--- src/rtl/lts_pkg.sv ---
package lts_pkg;

    localparam int MaxActions = 6;
    localparam int NumCand    = 6;
    localparam int CntW       = $clog2(MaxActions + 1);
    localparam int IdxW       = (MaxActions > 1) ? $clog2(MaxActions) : 1;
    localparam int QDepth     = 2;

    localparam logic [1:0] MODE_OFF = 2'd0;
    localparam logic [1:0] MODE_A   = 2'd1;
    localparam logic [1:0] MODE_B   = 2'd2;

    typedef enum logic [3:0] {
        ACT_BRAKE_ON   = 4'd0,
        ACT_BRAKE_OFF  = 4'd1,
        ACT_LEFT_ON    = 4'd2,
        ACT_LEFT_OFF   = 4'd3,
        ACT_RIGHT_ON   = 4'd4,
        ACT_RIGHT_OFF  = 4'd5,
        ACT_LOW_ON     = 4'd6,
        ACT_LOW_OFF    = 4'd7,
        ACT_HIGH_ON    = 4'd8,
        ACT_HIGH_OFF   = 4'd9,
        ACT_MARKER_ON  = 4'd10,
        ACT_MARKER_OFF = 4'd11
    } action_t;

    typedef struct packed {
        action_t [MaxActions-1:0] codes;
        logic    [CntW-1:0]       count;
    } act_list_t;

    typedef struct packed {
        logic       off_v;
        logic       off_is_a;
        logic       on_v;
        logic       on_is_a;
        logic [1:0] new_mode;
    } pair_res_t;

    // exclusive pair (turn side or beam), side a has priority
    function automatic pair_res_t pair_step(logic [1:0] mode, logic want_a, logic want_b);
        pair_res_t r;
        r = '0;
        if (want_a)
        begin
            r.off_v    = (mode == MODE_B);
            r.off_is_a = 1'b0;
            r.on_v     = (mode != MODE_A);
            r.on_is_a  = 1'b1;
            r.new_mode = MODE_A;
        end
        else if (want_b)
        begin
            r.off_v    = (mode == MODE_A);
            r.off_is_a = 1'b1;
            r.on_v     = (mode != MODE_B);
            r.on_is_a  = 1'b0;
            r.new_mode = MODE_B;
        end
        else
        begin
            r.off_v    = (mode == MODE_A) || (mode == MODE_B);
            r.off_is_a = (mode == MODE_A);
            r.new_mode = r.off_v ? MODE_OFF : mode;
        end
        return r;
    endfunction

endpackage

--- src/rtl/lts_if.sv ---
interface lts_req_if;
    logic valid;
    logic ready;
    logic brake_request;
    logic left_turn_request;
    logic right_turn_request;
    logic low_beam_request;
    logic high_beam_request;
    logic marker_request;

    modport source (output valid, output brake_request, output left_turn_request,
                    output right_turn_request, output low_beam_request,
                    output high_beam_request, output marker_request, input ready);
    modport sink (input valid, input brake_request, input left_turn_request,
                  input right_turn_request, input low_beam_request,
                  input high_beam_request, input marker_request, output ready);
endinterface

interface lts_act_if;
    logic       valid;
    logic       ready;
    logic [3:0] action_code;
    logic       last_action;

    modport source (output valid, output action_code, output last_action, input ready);
    modport sink (input valid, input action_code, input last_action, output ready);
endinterface

--- src/rtl/lts_front.sv ---
module lts_front (
    input  logic              clk,
    input  logic              rst_n,
    lts_req_if.sink           req,
    output lts_pkg::act_list_t list,
    output logic              push,
    input  logic              full
);
    import lts_pkg::*;

    logic       brake_lit_reg;
    logic       marker_lit_reg;
    logic [1:0] turn_mode_reg;
    logic [1:0] beam_mode_reg;
    logic       accept;
    pair_res_t  turn_r;
    pair_res_t  beam_r;
    logic    [NumCand-1:0] cand_v;
    action_t [NumCand-1:0] cand_c;
    logic    [CntW-1:0]    pos;

    assign req.ready = !full;
    assign accept    = req.valid && req.ready;

    always_comb
    begin
        turn_r = pair_step(turn_mode_reg, req.left_turn_request, req.right_turn_request);
        beam_r = pair_step(beam_mode_reg, req.low_beam_request, req.high_beam_request);

        cand_v[0] = req.brake_request != brake_lit_reg;
        cand_c[0] = req.brake_request ? ACT_BRAKE_ON : ACT_BRAKE_OFF;
        cand_v[1] = turn_r.off_v;
        cand_c[1] = turn_r.off_is_a ? ACT_LEFT_OFF : ACT_RIGHT_OFF;
        cand_v[2] = turn_r.on_v;
        cand_c[2] = turn_r.on_is_a ? ACT_LEFT_ON : ACT_RIGHT_ON;
        cand_v[3] = beam_r.off_v;
        cand_c[3] = beam_r.off_is_a ? ACT_LOW_OFF : ACT_HIGH_OFF;
        cand_v[4] = beam_r.on_v;
        cand_c[4] = beam_r.on_is_a ? ACT_LOW_ON : ACT_HIGH_ON;
        cand_v[5] = req.marker_request != marker_lit_reg;
        cand_c[5] = req.marker_request ? ACT_MARKER_ON : ACT_MARKER_OFF;

        // pack in order, drop anything past the list length
        list = '0;
        pos  = '0;
        for (int k = 0; k < NumCand; k++)
        begin
            if (cand_v[k] && (pos < CntW'(MaxActions)))
            begin
                list.codes[pos[IdxW-1:0]] = cand_c[k];
                pos = pos + CntW'(1);
            end
        end
        list.count = pos;
    end

    assign push = accept && (pos != '0);

    always_ff @(posedge clk or negedge rst_n)
    begin
        if (!rst_n)
        begin
            brake_lit_reg  <= 1'b0;
            marker_lit_reg <= 1'b0;
            turn_mode_reg  <= MODE_OFF;
            beam_mode_reg  <= MODE_OFF;
        end
        else if (accept)
        begin
            brake_lit_reg  <= req.brake_request;
            marker_lit_reg <= req.marker_request;
            turn_mode_reg  <= turn_r.new_mode;
            beam_mode_reg  <= beam_r.new_mode;
        end
    end

endmodule

--- src/rtl/lts_queue.sv ---
module lts_queue (
    input  logic               clk,
    input  logic               rst_n,
    input  logic               push,
    input  lts_pkg::act_list_t wr_list,
    output logic               full,
    input  logic               pop,
    output lts_pkg::act_list_t rd_list,
    output logic               empty
);
    import lts_pkg::*;

    localparam int PtrW = (QDepth > 1) ? $clog2(QDepth) : 1;
    localparam int FillW = $clog2(QDepth + 1);

    act_list_t             mem_reg [QDepth];
    logic [PtrW-1:0]       wr_ptr_reg;
    logic [PtrW-1:0]       rd_ptr_reg;
    logic [FillW-1:0]      fill_reg;
    logic [FillW-1:0]      fill_next;

    assign full    = (fill_reg == FillW'(QDepth));
    assign empty   = (fill_reg == '0);
    assign rd_list = mem_reg[rd_ptr_reg];

    always_comb
    begin
        fill_next = fill_reg;
        if (push && !pop)
        begin
            fill_next = fill_reg + FillW'(1);
        end
        else if (pop && !push)
        begin
            fill_next = fill_reg - FillW'(1);
        end
    end

    always_ff @(posedge clk)
    begin
        if (push)
        begin
            mem_reg[wr_ptr_reg] <= wr_list;
        end
    end

    always_ff @(posedge clk or negedge rst_n)
    begin
        if (!rst_n)
        begin
            wr_ptr_reg <= '0;
            rd_ptr_reg <= '0;
            fill_reg   <= '0;
        end
        else
        begin
            fill_reg <= fill_next;
            if (push)
            begin
                wr_ptr_reg <= (wr_ptr_reg == PtrW'(QDepth - 1)) ? '0 : wr_ptr_reg + PtrW'(1);
            end
            if (pop)
            begin
                rd_ptr_reg <= (rd_ptr_reg == PtrW'(QDepth - 1)) ? '0 : rd_ptr_reg + PtrW'(1);
            end
        end
    end

endmodule

--- src/rtl/lts_back.sv ---
module lts_back (
    input  logic               clk,
    input  logic               rst_n,
    input  lts_pkg::act_list_t rd_list,
    input  logic               empty,
    output logic               pop,
    lts_act_if.source          act
);
    import lts_pkg::*;

    act_list_t        cur_reg;
    logic             busy_reg;
    logic             busy_next;
    logic [CntW-1:0]  idx_reg;
    logic [CntW-1:0]  idx_next;
    logic             out_valid_reg;
    logic             out_valid_next;
    action_t          code_reg;
    action_t          code_next;
    logic             last_reg;
    logic             last_next;
    logic             adv;
    logic             at_last;

    assign act.valid       = out_valid_reg;
    assign act.action_code = code_reg;
    assign act.last_action = last_reg;

    assign adv     = !out_valid_reg || act.ready;
    assign at_last = (idx_reg == cur_reg.count - CntW'(1));
    assign pop     = !empty && (!busy_reg || (adv && at_last));

    always_comb
    begin
        busy_next      = busy_reg;
        idx_next       = idx_reg;
        out_valid_next = out_valid_reg;
        code_next      = code_reg;
        last_next      = last_reg;
        if (adv)
        begin
            out_valid_next = busy_reg;
            if (busy_reg)
            begin
                code_next = cur_reg.codes[idx_reg[IdxW-1:0]];
                last_next = at_last;
                idx_next  = idx_reg + CntW'(1);
                if (at_last)
                begin
                    busy_next = 1'b0;
                end
            end
        end
        if (pop)
        begin
            busy_next = 1'b1;
            idx_next  = '0;
        end
    end

    always_ff @(posedge clk)
    begin
        if (pop)
        begin
            cur_reg <= rd_list;
        end
        code_reg <= code_next;
        last_reg <= last_next;
    end

    always_ff @(posedge clk or negedge rst_n)
    begin
        if (!rst_n)
        begin
            busy_reg      <= 1'b0;
            idx_reg       <= '0;
            out_valid_reg <= 1'b0;
        end
        else
        begin
            busy_reg      <= busy_next;
            idx_reg       <= idx_next;
            out_valid_reg <= out_valid_next;
        end
    end

endmodule

--- src/rtl/lamp_transition_sequencer.sv ---
// Lamp transition sequencer.
// req (sink): one target lamp word per handshake with the six request flags.
// act (source): one channel action per word, action_code and last_action;
//   last_action marks the final action produced for a request.
// The front stage holds the lamp state and turns each request into an
// ordered action list in the cycle it is accepted; requests needing no
// change produce no words. Lists wait in a two-entry queue; the back stage
// plays one action per cycle into an output register while act.ready is high.
// Lists pass the queue and the back stage's list register; each action is then
// registered into the output word. Throughput: one action word per cycle on
// act while act.ready is high; a request has up to six actions. req.ready is
// high whenever the queue has room, so requests are taken back to back.
// Reset: all lamps off, queue and output empty, no clearing pass.
// Stall: when act.ready is low the output word holds; the queue fills and
// req.ready drops once two lists are waiting.
module lamp_transition_sequencer (
    input  logic      clk,
    input  logic      rst_n,
    lts_req_if.sink   req,
    lts_act_if.source act
);
    import lts_pkg::*;

    act_list_t wr_list;
    act_list_t rd_list;
    logic      push;
    logic      pop;
    logic      full;
    logic      empty;

    lts_front u_front (
        .clk   (clk),
        .rst_n (rst_n),
        .req   (req),
        .list  (wr_list),
        .push  (push),
        .full  (full)
    );

    lts_queue u_queue (
        .clk     (clk),
        .rst_n   (rst_n),
        .push    (push),
        .wr_list (wr_list),
        .full    (full),
        .pop     (pop),
        .rd_list (rd_list),
        .empty   (empty)
    );

    lts_back u_back (
        .clk     (clk),
        .rst_n   (rst_n),
        .rd_list (rd_list),
        .empty   (empty),
        .pop     (pop),
        .act     (act)
    );

`ifndef SYNTHESIS
    a_no_overflow: assert property (@(posedge clk) disable iff (!rst_n)
        push |-> !full) else $error("queue overflow");

    a_no_underflow: assert property (@(posedge clk) disable iff (!rst_n)
        pop |-> !empty) else $error("queue underflow");

    a_code_range: assert property (@(posedge clk) disable iff (!rst_n)
        act.valid |-> (act.action_code <= ACT_MARKER_OFF)) else $error("bad action code");

    a_push_nonempty: assert property (@(posedge clk) disable iff (!rst_n)
        push |-> (wr_list.count != '0)) else $error("empty list queued");
`endif

endmodule
--- src/flat_wrapper.sv ---
// flat-port wrapper written by rule: the top's interface ports become plain ports
module lamp_transition_sequencer_flat import lts_pkg::*;
  (clk, rst_n, req_valid, req_brake_request, req_left_turn_request, req_right_turn_request, req_low_beam_request, req_high_beam_request, req_marker_request, req_ready, act_valid, act_action_code, act_last_action, act_ready);
  lts_req_if req_i ();
  lts_act_if act_i ();
  input  logic clk;
  input  logic rst_n;
  input wire logic [$bits(req_i.valid)-1:0] req_valid;
  input wire logic [$bits(req_i.brake_request)-1:0] req_brake_request;
  input wire logic [$bits(req_i.left_turn_request)-1:0] req_left_turn_request;
  input wire logic [$bits(req_i.right_turn_request)-1:0] req_right_turn_request;
  input wire logic [$bits(req_i.low_beam_request)-1:0] req_low_beam_request;
  input wire logic [$bits(req_i.high_beam_request)-1:0] req_high_beam_request;
  input wire logic [$bits(req_i.marker_request)-1:0] req_marker_request;
  output wire logic [$bits(req_i.ready)-1:0] req_ready;
  output wire logic [$bits(act_i.valid)-1:0] act_valid;
  output wire logic [$bits(act_i.action_code)-1:0] act_action_code;
  output wire logic [$bits(act_i.last_action)-1:0] act_last_action;
  input wire logic [$bits(act_i.ready)-1:0] act_ready;
  assign req_i.valid = req_valid;
  assign req_i.brake_request = req_brake_request;
  assign req_i.left_turn_request = req_left_turn_request;
  assign req_i.right_turn_request = req_right_turn_request;
  assign req_i.low_beam_request = req_low_beam_request;
  assign req_i.high_beam_request = req_high_beam_request;
  assign req_i.marker_request = req_marker_request;
  assign req_ready = req_i.ready;
  assign act_valid = act_i.valid;
  assign act_action_code = act_i.action_code;
  assign act_last_action = act_i.last_action;
  assign act_i.ready = act_ready;
  lamp_transition_sequencer u_core (.clk(clk), .rst_n(rst_n), .req(req_i), .act(act_i));
endmodule
--- config.mk ---
export PLATFORM = sky130hd
export DESIGN_NAME = lamp_transition_sequencer_flat
export DESIGN_NICKNAME = d
export VERILOG_FILES = /design/src/rtl/lts_pkg.sv /design/src/rtl/lts_if.sv /design/src/rtl/lts_front.sv /design/src/rtl/lts_queue.sv /design/src/rtl/lts_back.sv /design/src/rtl/lamp_transition_sequencer.sv /design/src/flat_wrapper.sv
export SDC_FILE = /design/constraint.sdc
export NUM_CORES = 1
export LEC_CHECK = 0
export BUFFER_PORTS_ARGS = -buffer_cell sky130_fd_sc_hd__buf_4
export CORE_MARGIN = 4
export CORE_UTILIZATION = 58
export CTS_BUF_LIST = sky130_fd_sc_hd__clkbuf_8
export DETAILED_ROUTE_END_ITERATION = 12
export MAX_ROUTING_LAYER = met4
export PLACE_DENSITY_LB_ADDON = 0.08
export SKIP_LAST_GASP = 1
export SYNTH_ARGS = -nofsm -noshare
export SYNTH_HDL_FRONTEND = slang
export SYNTH_SLANG_ARGS = --single-unit
--- constraint.sdc ---
create_clock -name clk -period 5.14 [get_ports clk]
set_input_delay 1.028 -clock clk [delete_from_list [all_inputs] [get_ports clk]]
set_output_delay 1.028 -clock clk [all_outputs]
set_load 0.02 [all_outputs]
* After elaboration in Yosys (flattened, before gate mapping)
Memories as Yosys holds them, arrays and structs flattened. A register that Yosys moved wholly into a read port is not among the register bits. Index checks and enable logic that the tools add are counted.
Cells by class: add/sub/neg operators 11, $mul 0, divide/modulo/power cells 0, $lt $le $gt $ge 16, eq/ne operators 12, shift operators 0, multiplexer cells 58, bitwise gates (word level) 0, reductions and logical operators 37
Operators with widths (number):
- $bwmux W24 | 5
- $mux W24 | 5
- $demux W4 S3 | 5
- $mux W4 | 8
- $mux W3 | 10
- $lt A3 B4 Y1 const B | 6
- $mux W2 | 10
- $add A3 B1 Y3 const B | 6
- $logic_and A1 B1 Y1 | 16
- $ge A3 B1 Y1 const B | 5
- $lt A3 B3 Y1 const B | 5
- $bmux W4 S3 | 1
- $mux W1 | 12
- $mux W6 | 2
- $reduce_bool A3 Y1 | 3
- $reduce_and A2 Y1 | 4
- $eq A2 B2 Y1 const B | 3
- $logic_not A1 Y1 | 6
- $reduce_bool A2 Y1 | 3
- $eq A2 B1 Y1 const B | 2
- $logic_or A1 B1 Y1 | 4
- $ne A2 B1 Y1 const B | 2
- $ne A2 B2 Y1 const B | 2
- $eq A3 B3 Y1 | 1
- 6 further kinds | 8
Word-level totals: register bits 20, latch bits 0, bits in writable memories 54, ROM bits 0, input port bits 10, logic and storage cells 147, memories kept 1
Memories:
- u_core.u_queue.mem_reg | words 2, bits a word 27, rd ports 1, clocked after memory_dff 1, wr ports 1, RTL line lts_queue.sv:16 | act_list_t mem_reg [QDepth];

* Logic depth before layout (Yosys ltp)
Gate-level depths: netlist (run 1).
depth in word-level cells 25, mapped depth 21

* Modules after synthesis
A second synthesis (run 1) with hierarchy kept.
Second synthesis, totals: cells, all modules 415, area total of the unflattened synthesis 5343.9 um^2
Modules (own cells, without submodules):
- lts_queue | times used 1, cells an instance 100, area an instance 2234.6 um^2, seq. area each 1721.7 um^2
- lts_front | times used 1, cells an instance 231, area an instance 1620.3 um^2, seq. area each 150.1 um^2
- lts_back | times used 1, cells an instance 84, area an instance 1488.9 um^2, seq. area each 1086.0 um^2

* Worst setup path after synthesis (run 1)
No wires, ideal clock.
path kind input -> register, start point in req_left_turn_request, end point mem u_core.u_queue.mem_reg[0][0] (netlist bit), enable pin, setup time 0.414 ns, data arrival time 5.294 ns, required time 4.726 ns, path slack -0.568 ns, stages on the path 15, buffers on the path 2, cells stage by stage or3b_1 buf_6 nand2_1 inv_1 fa_1 clkbuf_1 inv_1 ha_1 inv_1 a211oi_2 a22oi_2 a31oi_4 or4_1 o211ai_2 nor2b_1
On the way: longest elaborated chain between the ends 19, elaborated cells between the ends (all ways) 23
Ends and longest elaborated chain:
- start: declaration | RTL line flat_wrapper.sv:10 | input wire logic [$bits(req_i.left_turn_request)-1:0] req_left_turn_request;
- $mux W6 * | RTL line lts_pkg.sv:45 | if (want_a)
- $logic_and A1 B1 Y1 | RTL line lts_front.sv:48 | if (cand_v[k] && (pos < CntW'(MaxActions)))
- $mux W3 | RTL line lts_front.sv:48
- $lt A3 B3 Y1 | RTL line lts_front.sv:48
- $logic_and A1 B1 Y1 | RTL line lts_front.sv:48
- $mux W3 * | RTL line lts_front.sv:48
- $lt A3 B3 Y1 | RTL line lts_front.sv:48
- $logic_and A1 B1 Y1 | RTL line lts_front.sv:48
- [... 3 more ...]
- $mux W3 * | RTL line lts_front.sv:48
- $lt A3 B3 Y1 | RTL line lts_front.sv:48
- $logic_and A1 B1 Y1 | RTL line lts_front.sv:48
- $mux W3 * | RTL line lts_front.sv:48
- $reduce_bool A3 Y1 * | RTL line lts_front.sv:57 | assign push = accept && (pos != '0);
- $logic_and A1 B1 Y1 * | RTL line lts_front.sv:57
- $mux W1 * | RTL line lts_queue.sv:41 | if (push)
- $mux W1 (implied by the code) * | RTL line lts_queue.sv:43 | mem_reg[wr_ptr_reg] <= wr_list;
- end: declaration | RTL line lts_queue.sv:16
Every way passes the cells marked *; elsewhere a longest branch is shown, timed or not.

==> results, run 1 <==
- The detail-routed net length per standard cell is 19.0 um.
- In the routed layout, each cell is associated on average with a via count of approximately 6.
- The HPWL after detailed placement is 7.76 mm.
- Data on the critical path arrives at its endpoint at about 4.7 ns.
- The total overflow left after global routing is 0.
- The synthesized net count is 420.
- The biggest area consumer among synthesized cells is sky130_fd_sc_hd__edfxtp_1.
- The hold-fix buffer count after cts is 0.
- The number of top-level pins is 17.
- The count of state elements after synthesis is 101.
- The total number of yosys warnings is 0.
- The total negative setup slack is 0 ns.
- The via count of the first global-routing pass came to around 3.2k.
- Cells with a size suffix above 1 make up approximately a fifth of the layout.
- Clock-pin slew was measured on the worst setup and hold paths at approximately 0.10 ns.
- The first routing iteration left between 200 and 250 violations.
- The floorplan step defined a die boundary enclosing slightly above 10000 um2.
- The largest fanout on the critical path is 5.
- The number of enable flip-flop cells after synthesis is 86.
- The first global-routing pass estimated roughly 17 mm of wire.
- No sink is reached through more buffers than the 2 on the longest clock path.
- The nature of the critical path startpoint is an input port.
- The relative slew slack is a little under a quarter.
- The synthesized design devotes to its leading area cell type between 50% and 60% of total area.
- In this run the remaining antenna-violating nets after routing total 0.
- The number of buffers created by CTS is 9.
- The worst path in the final design needs a cycle of about 4.6 ns, including I/O delays and setup.
- For the pin with the worst max-slew slack, the measured transition is 1.15 ns.
- The maximum number of pins on one net before global-route repair is 29.
- The average instance in the mapped netlist occupies around 13 um2.
- After synthesis, the share of flip-flops with an asynchronous set or reset is between 10% and 20%.
- By instance count, the leading cell after synthesis is sky130_fd_sc_hd__edfxtp_1.
- The critical path is of the in -> reg type.
- The overall die height is 102 um.
- The post-synthesis to final-layout area growth is 10.3%.
- The effective utilization at floorplan is about three fifths.
- The number of buffers inserted by port buffering is 16.
- Data on the critical path is required at its endpoint by between 5 and 6 ns.
- The max-capacitance violation count is 0.
- The overall routed net length is roughly 10 mm.
- The part of the cycle the worst path needs is approximately nine tenths.
- The clock latency at the later pin of the worst-skew pair is 0.34 ns.
- The netlist area before placement is just over 5000 um2.
- The number of standard-cell rows in the floorplan is 33.
- The count of final max-slew check failures came to 0.
- In the synthesized netlist the dominant register cell turns out to be sky130_fd_sc_hd__edfxtp_1.
- At the end of routability-driven placement, the weighted congestion stood at around 1.0.
- STA classifies the critical path endpoint as a flip-flop.
- The horizontal die dimension is around 100 um.
- The start point of the critical path is req_right_turn_request.
- The worst reg2reg path startpoint is u_core.u_front.turn_mode_reg[0].
- Setup repair after global routing left no endpoint under its margin.
- The most critical setup path has its endpoint at u_core.u_queue.mem_reg[1][3].
- The register with the most flip-flops in the layout has 54 of them.
- The cell depth of the worst flop-to-flop path is 18.
- The H-tree was split into 3 levels.
- By count the netlist is led by sky130_fd_sc_hd__edfxtp_1 (86), sky130_fd_sc_hd__mux2_2 (29), sky130_fd_sc_hd__inv_1 (27).
- The total number of clock tree sinks is between 100 and 150.
- Ranked by total cell area, the synthesized netlist is headed by sky130_fd_sc_hd__edfxtp_1 (51%), sky130_fd_sc_hd__dfrtp_1 (7.4%), sky130_fd_sc_hd__mux2_2 (6.4%).
- The capture instance of the worst register-to-register path is u_core.u_queue.mem_reg[1][3].
- The run finished with clean final reports.
- In the routed design, unresolved DRC markers number 0.
- The post-synthesis sequential area ratio is between 50% and 60%.
- Once the clock tree was built, the resizer swapped 0 gates to a different size.
- In this run the post-CTS setup repair buffer count came out at 0.
- Global routing used around 22% of the available tracks across all layers.
- The length of the first detailed-routing pass in iterations is 4.
- The non-filler instance count after layout is between 500 and 600.
- The cell count after placement is 518.
- After technology mapping, the gate count stands at a little under 400.
- The final number of hold-violating endpoints is 0.
- The via count of the routed design is 3190.
- The TritonCTS clock tree is built.
- The number of unique standard cell types used by synthesis is between 60 and 70.
- The number of antenna violations at the first check in global routing was 0.
- Clock skew on the completed layout was measured at about 0.012 ns.
- The worst register-to-register path has a setup slack of around 0.69 ns.
- The top achievable clock speed is 220 MHz.
- The region available for standard cell placement spans 8380 um2.
- The number of nets in the finished design is around 450.
- 0 antenna diodes ended up in the layout.
- Final hold analysis gives a worst-case slack of 0.517 ns.
- The clock root buffer master is sky130_fd_sc_hd__clkbuf_8.
- The classification of the worst-slack hold path is in -> async.
- The count of final setup violators is 0.
[critical path, stage by stage]
cell	delay, ns
sky130_fd_sc_hd__buf_4	0.12
sky130_fd_sc_hd__and2b_1	0.22
sky130_fd_sc_hd__a21oi_1	0.05
sky130_fd_sc_hd__mux2i_1	0.36
sky130_fd_sc_hd__inv_1	0.14
sky130_fd_sc_hd__ha_1	0.22
sky130_fd_sc_hd__nor3_1	0.28
sky130_fd_sc_hd__or2_2	0.20
sky130_fd_sc_hd__inv_1	0.04
sky130_fd_sc_hd__ha_1	0.33
sky130_fd_sc_hd__o311ai_0	0.23
sky130_fd_sc_hd__a222oi_1	0.36
sky130_fd_sc_hd__buf_4	0.20
sky130_fd_sc_hd__nor2_1	0.07
sky130_fd_sc_hd__xnor2_2	0.28
sky130_fd_sc_hd__nand2_1	0.09
sky130_fd_sc_hd__o32ai_1	0.42
[metrics by stage]
step	utilization, %	instance area, um2	setup WS (ns)
2_1_floorplan	-	5090	0.00956
3_3_place_gp	64.5	5400	0.307
3_5_place_dp	64.5	5400	0.259
4_1_cts	66.9	5610	0.622
5_1_grt	66.9	5610	0.232
6_report	66.9	5610	0.586
[layout make-up]
class                      instances  area [um2]
clock inverter                     7        81.3
inverter                          27         101
timing repair buffer              28         235
tap                              105         131
sequential                       101        2960
fill                             613        2770
clock buffer                       9         124
multi-input combinational        257        1980
[metal layers]
metal / vias to the layer above / track usage, % / share of wire (%)
li1: 1548 / - / -
met1: 1537 / 27.5 / 41
met2: 86 / 37.5 / 52
met3: 19 / 2.96 / 4.2
met4: 0 / 7.36 / 2.3
met5: - / - / 0
[layout by cell type (no fill, tap or decap), drive strengths merged, types with 4 or more instances in the layout]
master	synthesis	final
mux4	4	4
nor2b	5	5
xor2	7	7
clkbuf	10	9
xnor2	9	9
buf	2	28
a21o	4	4
nand2	25	25
mux2	29	29
a21oi	14	14
mux2i	9	9
and2	6	6
dfrtp	15	15
inv	27	29
a31oi	5	5
o211ai	8	8
nor2	19	19
nor3	4	4
o21ai	18	18
nand3	18	18
edfxtp	86	86
nand2b	8	8
o22ai	9	9
ha	12	12
[kinds of logic (layout without fill, tap and decap cells)]
| family | count (synthesis) | in the layout | share of synthesized area, % |
|---|---|---|---|
| multiplexers | 42 | 42 | 9.97 |
| adder cells (fa/ha/maj) | 13 | 13 | 3.35 |
| flip-flops | 101 | 101 | 58.2 |
| buffers and inverters | 39 | 71 | 3.05 |
| AND/OR/NAND/NOR | 103 | 103 | 10.4 |
| XOR/XNOR | 17 | 17 | 3.49 |
| AO/OA/AOI/OAI | 82 | 82 | 11.5 |
[worst min-delay path by stage]
| stage | from | endpoint | slack [ns] | cells after the start |
|---|---|---|---|---|
| 6_report | rst_n | u_core.u_front.beam_mode_reg[0] | 0.52 | 1 |
| 5_1_grt | rst_n | u_core.u_front.beam_mode_reg[0] | 0.50 | 1 |
| 4_1_cts | rst_n | u_core.u_front.brake_lit_reg | 0.51 | 1 |
| 3_5_place_dp | u_core.u_back.busy_reg | u_core.u_back.act.valid | 0.51 | 1 |
| 3_3_place_gp | u_core.u_back.busy_reg | u_core.u_back.act.valid | 0.50 | 1 |
| 2_1_floorplan | u_core.u_back.busy_reg | u_core.u_back.act.valid | 0.49 | 1 |
Power of run 1 is left out: the tool's default activity adds up to more than one toggle a clock period on the data nets, which glitch-free logic cannot reach.
==> inputs of run 2 (changes only) <==
- ABC_AREA: default -> 1
==> results, run 2 <==
- The cell with the most instances on the worst path is sky130_fd_sc_hd__inv_1.
- The number of enable flip-flop cells after synthesis is 86 (unchanged).
- The area of the die is 10300 um2 (about the same).
- The area of the core region came to 8380 um2 (unchanged).
- The number of vias per cell is 5.33 (-11%).
- The total number of clock tree sinks is 101 (unchanged).
- The clock period minus final worst setup slack is 4.34 ns (-0.214 ns).
- The post-CTS setup buffer count came to 0 (unchanged).
- The via count of the first global-routing pass is 3379 (+6.0%).
- The total negative setup slack came to 0 ns (unchanged).
- The largest individual stage delay along the critical path comes from the cell sky130_fd_sc_hd__fa_1.
- Traced cell by cell, the critical path runs through buf_4 > inv_2 > nand3_1 > inv_1 > nor3_1 > inv_1 > fa_1 > inv_1 > ha_1 > nand3_2 > nand2_2 > nand3_1 > nand2_1 > nand2_2 > nand2_4 > nand4_1 > nand2_2 > inv_1 > ha_1 > a21oi_1 > o21ai_0 > xor2_1.
- The synthesized area per cell is 9.87 um2 (-23%).
- Relative to the synthesized area, the layout overhead comes to 9.18%.
- The required time of the critical path was 5.37 ns (+0.13 ns).
- The synthesized net count is 538 (+28%).
- The share of flip-flops with an asynchronous set or reset after synthesis is 14.9% (unchanged).
- The part of the cycle the worst path needs is 84.4% (-4.2 points).
- The number of standard-cell rows in the floorplan came to 33 (unchanged).
- The endpoint class of the critical path is a flip-flop.
- The clock input transition at the sequential cells of the worst setup and hold paths is 0.09 ns (about the same).
- The total number of yosys warnings is 0 (unchanged).
- The leftover overflow at the end of global routing is 0 (unchanged).
- The power density over cell area is approximately 700 nW/um2.
- The count of state elements after synthesis is 101 (unchanged).
- The flip-flop count of the largest register after layout was 54 (unchanged).
- The count of nets left with antenna violations after detail routing came to 0 (unchanged).
- In the synthesized netlist the dominant register cell turns out to be sky130_fd_sc_hd__edfxtp_1.
- Leaving out fill and tap cells, the most frequent cell in the layout is sky130_fd_sc_hd__nand2_1.
- The number of buffers inserted by port buffering came to 16 (unchanged).
- The area share of the largest cell type after synthesis came to 50.8% (about the same).
- The largest fanout on the critical path is 6 (+1).
- The area of placed instances was 5360 um2 (-0.90%).
- Tracing the worst setup path back leads to its startpoint at req_left_turn_request.
- The nature of the critical path startpoint is an input port.
- The slew at the pin with the worst max-slew slack came to 0.970 ns (-0.184 ns).
- Setup repair after global routing left no endpoint under its margin.
- The global-route wire length before repair was 15.9 mm (-3.9%).
- The critical path buffer and inverter count is 6 (+2).
- The violation count after the first detailed-routing iteration is 201 (-13%).
- The overall die height came to 102 um (about the same).
- The length of the first detailed-routing pass in iterations came to 4 (unchanged).
- The count of final setup violators came to 0 (unchanged).
- The total routing resource utilization after global routing is 20.6% (-1.5 points).
- The delay of the slowest critical-path stage is 0.64 ns (+0.22 ns).
- The detailed-route DRC error count is 0 (unchanged).
- In this run the static leakage power is between 2 and 2.5 nW.
- The TritonCTS clock tree is built.
- The largest clock skew in the final design is 0.0116 ns (-0.0000539 ns).
- The setup slack of the worst register-to-register path is 0.93 ns (+0.24 ns).
- The hold-fix buffer count after cts is 0 (unchanged).
- The number of antenna violations at the first check in global routing was 0 (unchanged).
- The worst reg2reg path startpoint is u_core.u_front.turn_mode_reg[0].
- The run finished with clean final reports.
- Summed over all instances, the cell type with the most area after synthesis is sky130_fd_sc_hd__edfxtp_1.
- Yosys instantiated no cell more often than sky130_fd_sc_hd__nand2_1.
- The worst endpoint data arrival time is 4.57 ns (-0.08 ns).
- The minimum hold slack is 0.501 ns (-0.0156 ns).
- The end of the critical path is u_core.u_queue.fill_reg[1].
- The instance count on the critical path was 22 (+5).
- The final number of hold-violating endpoints is 0 (unchanged).
- The number of nets in the finished design is 562 (+26%).
- The effective utilization at floorplan is 60.7% (about the same).
- The maximum number of pins on one net before global-route repair is 29 (unchanged).
- The cell count after placement is 633 (+22%).
- The cell depth of the worst flop-to-flop path is 22 (+4).
- The number of instances in the synthesized netlist came to 515 (+30%).
- The number of buffers created by CTS is 9 (unchanged).
- The family of cells with the greatest summed delay on the critical path is adder cells.
- The number of instances resized during post-cts repair is 0 (unchanged).
- The number of top-level pins was 17 (unchanged).
- The class of the most critical setup path is in -> reg.
- Yosys attributes the largest share of cell area to sky130_fd_sc_hd__edfxtp_1 (51%), sky130_fd_sc_hd__nand2_1 (11%), sky130_fd_sc_hd__dfrtp_1 (7.4%).
- In this run the clock root is driven by a sky130_fd_sc_hd__clkbuf_8.
- The clock latency at the later pin of the worst-skew pair is 0.36 ns (+0.02 ns).
- The overall routed net length is 9.57 mm (-5.8%).
- The count of final max-slew check failures came to 0 (unchanged).
- The max-capacitance violation count is 0 (unchanged).
- The capture instance of the worst register-to-register path is u_core.u_queue.fill_reg[1].
- The relative slew slack is 35.2% (+12 points).
- The path class of the tightest hold or removal check is reg -> reg.
- The final weighted congestion in routability-driven placement is 0.914 (-10%).
- The top cell types in the final layout, fill and taps aside, are sky130_fd_sc_hd__nand2_1 (148), sky130_fd_sc_hd__edfxtp_1 (86), sky130_fd_sc_hd__inv_1 (54), sky130_fd_sc_hd__nor2_1 (42), sky130_fd_sc_hd__o21ai_0 (35).
- The horizontal die dimension is 102 um (about the same).
- The peak supply drop is approximately 0.00045 V.
- The clock tree buffer depth is 2 (unchanged).
- The number of antenna diodes came to 0 (unchanged).
- The via count of the routed design was 3460 (+8.5%).
- The utilization after layout is 66.2% (-0.69 points).
- The layout cell share with drive strength beyond 1 is 16.5% (-4.2 points).
- The number of unique standard cell types used by synthesis is 35 (-45%).
- The detail-routed net length per standard cell was 14.7 um (-22%).
- The top achievable clock speed is 230 MHz (+4.9%).
- The post-synthesis sequential area ratio is 58.2% (about the same).
- The netlist area before placement is 5080 um2 (about the same).
- The non-filler instance count after layout came to 649 (+22%).
- The cell area after layout was 5550 um2 (-1.0%).
- The H-tree depth reported by CTS is 3 (unchanged).
- The HPWL after detailed placement was 7.24 mm (-6.7%).
- In the synthesized netlist, the cells that appear most often are sky130_fd_sc_hd__nand2_1 (148), sky130_fd_sc_hd__edfxtp_1 (86), sky130_fd_sc_hd__inv_1 (54).
==> run 2: cell types whose count changed after synthesis, sizes merged, moves of 6 or more <==
cell / change
and2: -6
inv: +37
mux2: -29
mux2i: -9
nand2: +151
nand2b: -8
nor2: +29
o211ai: -7
o21ai: +26
xnor2: -6
==> run 2: cells by family (layout without fill, tap and decap cells) <==
group / count (synthesis) / in the layout / share of synthesized area (%)
AO/OA/AOI/OAI: 64 / 64 / 7.23
XOR/XNOR: 8 / 8 / 1.38
adder cells (fa/ha/maj): 13 / 13 / 3.35
buffers and inverters: 72 / 101 / 5.41
flip-flops: 101 / 101 / 58.2
AND/OR/NAND/NOR: 257 / 257 / 24.5
==> run 2: worst min-delay path by stage <==
stage,from,endpoint,slack [ns],depth (start not counted)
floorplan,u_core.u_queue.wr_ptr_reg,u_core.u_queue.wr_ptr_reg,0.44,2
global placement,u_core.u_queue.wr_ptr_reg,u_core.u_queue.wr_ptr_reg,0.46,2
detailed placement,u_core.u_queue.wr_ptr_reg,u_core.u_queue.wr_ptr_reg,0.48,2
CTS,u_core.u_queue.wr_ptr_reg,u_core.u_queue.wr_ptr_reg,0.50,2
global route,u_core.u_queue.wr_ptr_reg,u_core.u_queue.wr_ptr_reg,0.52,2
finish,u_core.u_queue.wr_ptr_reg,u_core.u_queue.wr_ptr_reg,0.50,2
==> run 2: cell type report <==
cell class	count	area, um2
timing repair buffer	20	163
clock inverter	7	72.6
fill	685	2830
multi-input combinational	342	1850
sequential	101	2960
clock buffer	9	124
tap	105	131
inverter	65	249
==> run 2: power by group <==
group          switching, W  internal [W]
Combinational       0.00132      0.000589
Clock              0.000270      0.000227
Sequential         0.000119       0.00143
Total               0.00171       0.00225
==> run 2: per-stage QoR <==
stage          setup slack [ns]  total power (W)
5_1_grt                   0.435          0.00425
2_1_floorplan             0.445          0.00299
3_5_place_dp              0.460          0.00348
4_1_cts                   0.828          0.00398
6_report                  0.800          0.00396
3_3_place_gp              0.625          0.00342
==> run 2: worst register-to-register path: cells and delay by family, from the launching register on <==
family,cells,cell delay [ns]
adders and majority gates,4,1.56
AOI/OAI and AO/OA,2,0.24
xor gates and xnor gates,1,0.15
DFF,1,0.39
buffers and inverters,5,0.48
and+or+nand+nor,10,1.26
==> run 2: routing by layer <==
metal  up-vias  global-route usage, %  share of wire (%)
met3        35                   2.96                4.1
met2        90                   32.5                 48
met5         -                      -                  0
met1      1584                   25.1                 43
met4         0                   12.4                4.7
li1       1751                      -                  -
(Power assumes the default switching activity.)
